$ cat config.mk
export PLATFORM = sky130hd
export DESIGN_NAME = rbst_div_cell
export DESIGN_NICKNAME = d
export VERILOG_FILES = /design/src/rtl/rbst_pkg.sv /design/src/rtl/rbst_div_cell.sv
export SDC_FILE = /design/constraint.sdc
export NUM_CORES = 1
export LEC_CHECK = 0
export ABC_AREA = 1
export BUFFER_PORTS_ARGS = -buffer_cell sky130_fd_sc_hd__buf_2
export CORE_AREA = 2 2 767 769
export DETAILED_ROUTE_END_ITERATION = 8
export DIE_AREA = 0 0 769 771
export GPL_ROUTABILITY_DRIVEN = 1
export SLEW_MARGIN = 20
export SYNTH_ARGS = -nofsm -noshare
export SYNTH_HDL_FRONTEND = slang
export SYNTH_SLANG_ARGS = --single-unit
$ cat constraint.sdc
create_clock -name i_clk -period 5.7 [get_ports i_clk]
set_clock_uncertainty 0.15 [all_clocks]
set_input_delay 0.57 -clock i_clk [delete_from_list [all_inputs] [get_ports i_clk]]
set_output_delay 0.57 -clock i_clk [all_outputs]
set_load 0.03 [all_outputs]
$ cat src/rtl/rbst_pkg.sv
`timescale 1ns / 1ps

package rbst_pkg;

    localparam int unsigned QW = 32;
    localparam int unsigned DW = 33;
    localparam int unsigned NW = 49;
    localparam int unsigned NAXES = 3;
    localparam logic signed [QW-1:0] T_MOST_NEG = {1'b1, {(QW-1){1'b0}}};
    localparam logic signed [QW-1:0] T_MOST_POS = {1'b0, {(QW-1){1'b1}}};

    // one quotient bit per cell of the divider chain
    typedef struct packed {
        logic [NW-1:0] rem_lo;
        logic [NW-1:0] num_lo;
        logic [NW-1:0] quo_lo;
        logic          neg_lo;
        logic [NW-1:0] rem_hi;
        logic [NW-1:0] num_hi;
        logic [NW-1:0] quo_hi;
        logic          neg_hi;
        logic [QW-1:0] dmag;
        logic          par;
        logic          par_ok;
    } t_axis;

    typedef struct packed {
        logic                    valid;
        t_axis [NAXES-1:0]       ax;
    } t_beat;

endpackage

$ cat src/rtl/rbst_div_cell.sv
`timescale 1ns / 1ps

module rbst_div_cell (
    input  logic           i_clk,
    input  logic           i_rst_n,
    input  logic           i_en,
    input  rbst_pkg::t_beat i_beat,
    output rbst_pkg::t_beat o_beat
);

    rbst_pkg::t_beat r_beat;
    rbst_pkg::t_beat n_beat;

    // restoring division step: shift in next numerator bit, try subtract
    always_comb begin
        logic [rbst_pkg::NW:0] t_lo;
        logic [rbst_pkg::NW:0] t_hi;
        logic [rbst_pkg::NW-1:0] s_lo;
        logic [rbst_pkg::NW-1:0] s_hi;
        n_beat = i_beat;
        for (int a = 0; a < rbst_pkg::NAXES; a++) begin
            s_lo = {i_beat.ax[a].rem_lo[rbst_pkg::NW-2:0],
                    i_beat.ax[a].num_lo[rbst_pkg::NW-1]};
            s_hi = {i_beat.ax[a].rem_hi[rbst_pkg::NW-2:0],
                    i_beat.ax[a].num_hi[rbst_pkg::NW-1]};
            t_lo = {1'b0, s_lo} - {{(rbst_pkg::NW-rbst_pkg::QW+1){1'b0}}, i_beat.ax[a].dmag};
            t_hi = {1'b0, s_hi} - {{(rbst_pkg::NW-rbst_pkg::QW+1){1'b0}}, i_beat.ax[a].dmag};
            n_beat.ax[a].num_lo = {i_beat.ax[a].num_lo[rbst_pkg::NW-2:0], 1'b0};
            n_beat.ax[a].num_hi = {i_beat.ax[a].num_hi[rbst_pkg::NW-2:0], 1'b0};
            n_beat.ax[a].rem_lo = t_lo[rbst_pkg::NW] ? s_lo : t_lo[rbst_pkg::NW-1:0];
            n_beat.ax[a].rem_hi = t_hi[rbst_pkg::NW] ? s_hi : t_hi[rbst_pkg::NW-1:0];
            n_beat.ax[a].quo_lo = {i_beat.ax[a].quo_lo[rbst_pkg::NW-2:0], ~t_lo[rbst_pkg::NW]};
            n_beat.ax[a].quo_hi = {i_beat.ax[a].quo_hi[rbst_pkg::NW-2:0], ~t_hi[rbst_pkg::NW]};
        end
    end

    always_ff @(posedge i_clk) begin
        if (!i_rst_n) begin
            r_beat.valid <= 1'b0;
        end else if (i_en) begin
            r_beat.valid <= n_beat.valid;
        end
        if (i_en) begin
            r_beat.ax <= n_beat.ax;
        end
    end

    assign o_beat = r_beat;

endmodule

==> flow_results.org <==
** Floorplan
- The die covers 593,000 sq um.
- Floorplan core area :: 584,000 sq um
- Row generation in the floorplan step produced 281 rows.
- 1,985 I/O pins were placed.
- The die is 769 microns wide.
- Overall die height :: 771 microns
- The initial utilization of the core area, before any placement, comes to 9.14%.

** Timing
- At the pin with the least slew margin, the transition time is 1.11 ns.
- Summed over all failing endpoints, the final setup total negative slack is 0 ns.
- Count of pins over their slew limit :: 0
- The hold violation total from the final report was 0.
- Setup repair after global routing missed its margin :: false
- Final-layout worst hold slack :: 0.0683 ns
- The worst path needs 4.16 ns of the cycle, external delays included.
- Relative slew slack :: 26.1%
- Setup violations remaining at the end of the flow were counted as 0.
- Timing would allow up to 240 MHz.
- Final cycle utilization of the critical path :: 73.0%

** Clock tree
- TritonCTS built the clock tree.
- Buffers added to address setup during post-CTS repair amount to 0.
- Buffers inserted to repair hold after CTS numbered 944.
- Counting along the longest clock path gives a buffer depth of 4.
- Count of H-tree levels built during CTS :: 4
- Clk_lat worst skew :: 0.84 ns
- After clock tree synthesis, the clock-pin slew on the worst setup and hold paths is 0.06 ns.
- Number of resized instances in the post-cts repair step :: 0
- The clock drives 985 sinks.
- In this run, CTS created clock tree buffers numbering 142.
- Cell at the root of the clock tree :: sky130_fd_sc_hd__clkbuf_16

** Drt
- For this run, the detailed router's first-pass iteration total came to 6.
- Drt wl/cell :: 29.4 microns
- Via count :: 57,100
- Remaining design rule violation count :: 0
- Number of vias per cell :: 3.31
- Routed Wire Length :: 507 mm
- The first routing iteration left 5,049 violations.
- The detail route stage leaves a number of antenna-violating nets equal to 0.

** Setup path
- Worst r2r dst :: o_beat[990]
- Traced cell by cell, the critical path runs through dlygate4sd3_1 > buf_2 > ha_1 > nand2_1 > inv_1 > a21oi_1 > nor2_1 > nor2_1 > nand2_1 > nor2_1 > nand2_4 > inv_2 > buf_4 > o21ai_0.
- At the worst endpoint, the required time is 6.14 ns.
- The worst setup path is of the input pin to register kind.
- The worst setup path is captured at a register.
- Highest fanout seen on the critical path :: 28
- On the worst path, the slowest cell contributes a delay of 0.92 ns.
- Startpoint class of the critical path :: input pin
- Cell type with the highest occurrence count on the critical path :: sky130_fd_sc_hd__nor2_1
- The number of cells on the worst reg-to-reg path is 3.
- Cell with the biggest individual delay on the critical path :: sky130_fd_sc_hd__dlygate4sd3_1
- The worst register-to-register path begins at o_beat[990].
- Data on the critical path arrives at its endpoint at 4.60 ns.
- In this run the register-to-register setup slack is 4.31 ns.

** Pwr
- Leakage power total :: 39.1 nW
- Total Power :: 26.0 mW
- Maximum VDD drop :: 0.000249 V
- Total power per unit cell area :: 298 nW/um^2

** Run
- Across the run, the number of max-cap violations was 0.

** Placed design
- Post-detail-place hpwl :: 447 mm
- Once placement finished, the instance area stood at 73,000 sq um.
- GPL Wtd Cong :: 1.04
- Count of buffers inserted at the top-level ports :: 1,966

** Yosys
- Sequential elements use 55.4% of the synthesized area.
- Count of state elements after synthesis :: 985
- Distinct cells, synth :: 35
- Yosys warning total :: 0
- Mean instance size in the synthesized netlist :: 8.60 sq um
- Synth Instances :: 6,207
- Netlist area before placement :: 53,400 sq um

** Worst hold path
- The worst hold path begins at i_beat[975].
- In this run the worst hold path is classified as input pin to register.
- For hold timing, the worst endpoint is o_beat[976].
- Along the worst hold path, the cell count comes to 3.

** Global routing
- Pin count of the biggest net entering global routing :: 147
- The initial antenna violation count came to 241.
- Via count of the first global-routing pass :: 54,700
- Global routing finished with a remaining overflow of 0.
- Global routing used 16.3% of the available tracks across all layers.
- The first global-routing pass estimated 617 mm of wire.

** Finish
- Layout Utilization :: 15.0%
- Most common cell after layout, fill and taps aside :: sky130_fd_sc_hd__nand2_1
- Cell area after layout :: 87,400 sq um
- After filler insertion, the fill cell instance count of the layout stands at 66,700.
- The area growth from synthesis to layout is 63.7%.
- Largest register FFs :: 985
- Of the cells placed in the final design, the portion with a size suffix greater than 1 is 24.6%.
- Final #Nets :: 10,400
- Most frequent cells in the layout :: sky130_fd_sc_hd__nand2_1 (2,261), sky130_fd_sc_hd__buf_2 (1,965), sky130_fd_sc_hd__inv_1 (1,204)

** Outcome
- Outcome :: finished, final reports clean
worst max-delay path, delay by kind of cell:
family,cells,cell delay (ns)
adder cells (fa/ha/maj),1,0.38
buffers and inverters,5,2.23
AO/OA/AOI/OAI,2,0.43
AND/OR/NAND/NOR,6,0.95
cell families after synthesis:
family | after synthesis | synth area share, %
AND/OR/NAND/NOR | 3246 | 24.6
XOR/XNOR | 141 | 2.31
flip-flops | 985 | 55.4
adder cells (fa/ha/maj) | 198 | 4.72
AO/OA/AOI/OAI | 371 | 3.78
other | 1 | 0.00702
buffers and inverters | 1265 | 9.24
metal layers:
layer  track usage (%)  wire length, microns
met1              18.1                190000
met2              24.9                216000
met3              7.93                 61700
met4              9.94                 37800
met5             0.692                  1200
worst max-delay path by stage:
| stage | endpoint | slack [ns] | depth (start not counted) | startpoint |
|---|---|---|---|---|
| 4_1_cts | o_beat[630] | 1.69 | 15 | i_beat[638] |
| 3_5_place_dp | o_beat[472] | 1.46 | 13 | i_beat[339] |
| 6_report | o_beat[629] | 1.54 | 14 | i_beat[638] |
| 3_3_place_gp | o_beat[472] | 1.47 | 15 | i_beat[339] |
| 5_1_grt | o_beat[630] | 1.53 | 15 | i_beat[638] |
| 2_1_floorplan | o_beat[138] | 3.20 | 13 | i_beat[29] |
power breakdown:
| part | total [mW] | switching (mW) | internal, mW |
|---|---|---|---|
| clock | 9.49 | 4.10 | 5.39 |
| combinational | 7.08 | 5.23 | 1.85 |
| sequential | 9.44 | 0.608 | 8.83 |
area by class of cell:
class	instances	area, sq um	area share [%]
sequential	985	29600	33.8
timing repair buffer	2939	19600	22.5
multi-input combinational	3962	18900	21.6
tap	7782	9740	11.1
inverter	1213	4550	5.21
clock buffer	162	3640	4.16
clock inverter	94	1110	1.27
antenna	101	253	0.289
per-stage QoR:
stage                     std cells  setup WS [ns]
after global placement        15900           1.47
after CTS                     17100           1.69
after floorplan                6212           3.20
after detailed placement      15900           1.46
final                         17200           1.54
after global routing          17200           1.53
synthesized netlist by cell type (all sizes together):
| cell | count | area (sq um) |
|---|---|---|
| clkbuf | 4 | 15.0 |
| xor2 | 36 | 315 |
| or2 | 11 | 68.8 |
| edfxtp | 984 | 29500 |
| ha | 192 | 2400 |
| xnor2 | 105 | 920 |
| nor2 | 512 | 1950 |
| nand3 | 291 | 1480 |
| fa | 6 | 120 |
| conb | 1 | 3.75 |
| a21oi | 148 | 793 |
| and2 | 17 | 106 |
| nor4 | 8 | 50.1 |
| dfxtp | 1 | 20.0 |
| nand2 | 2272 | 8580 |
| buf | 48 | 365 |
| nand3b | 68 | 510 |
| o21ai | 213 | 1150 |
| nand4 | 18 | 113 |
| nor3 | 46 | 235 |
| inv | 1213 | 4550 |
| nor3b | 3 | 22.5 |
| o21bai | 10 | 75.1 |
(Power assumes the default switching activity.)
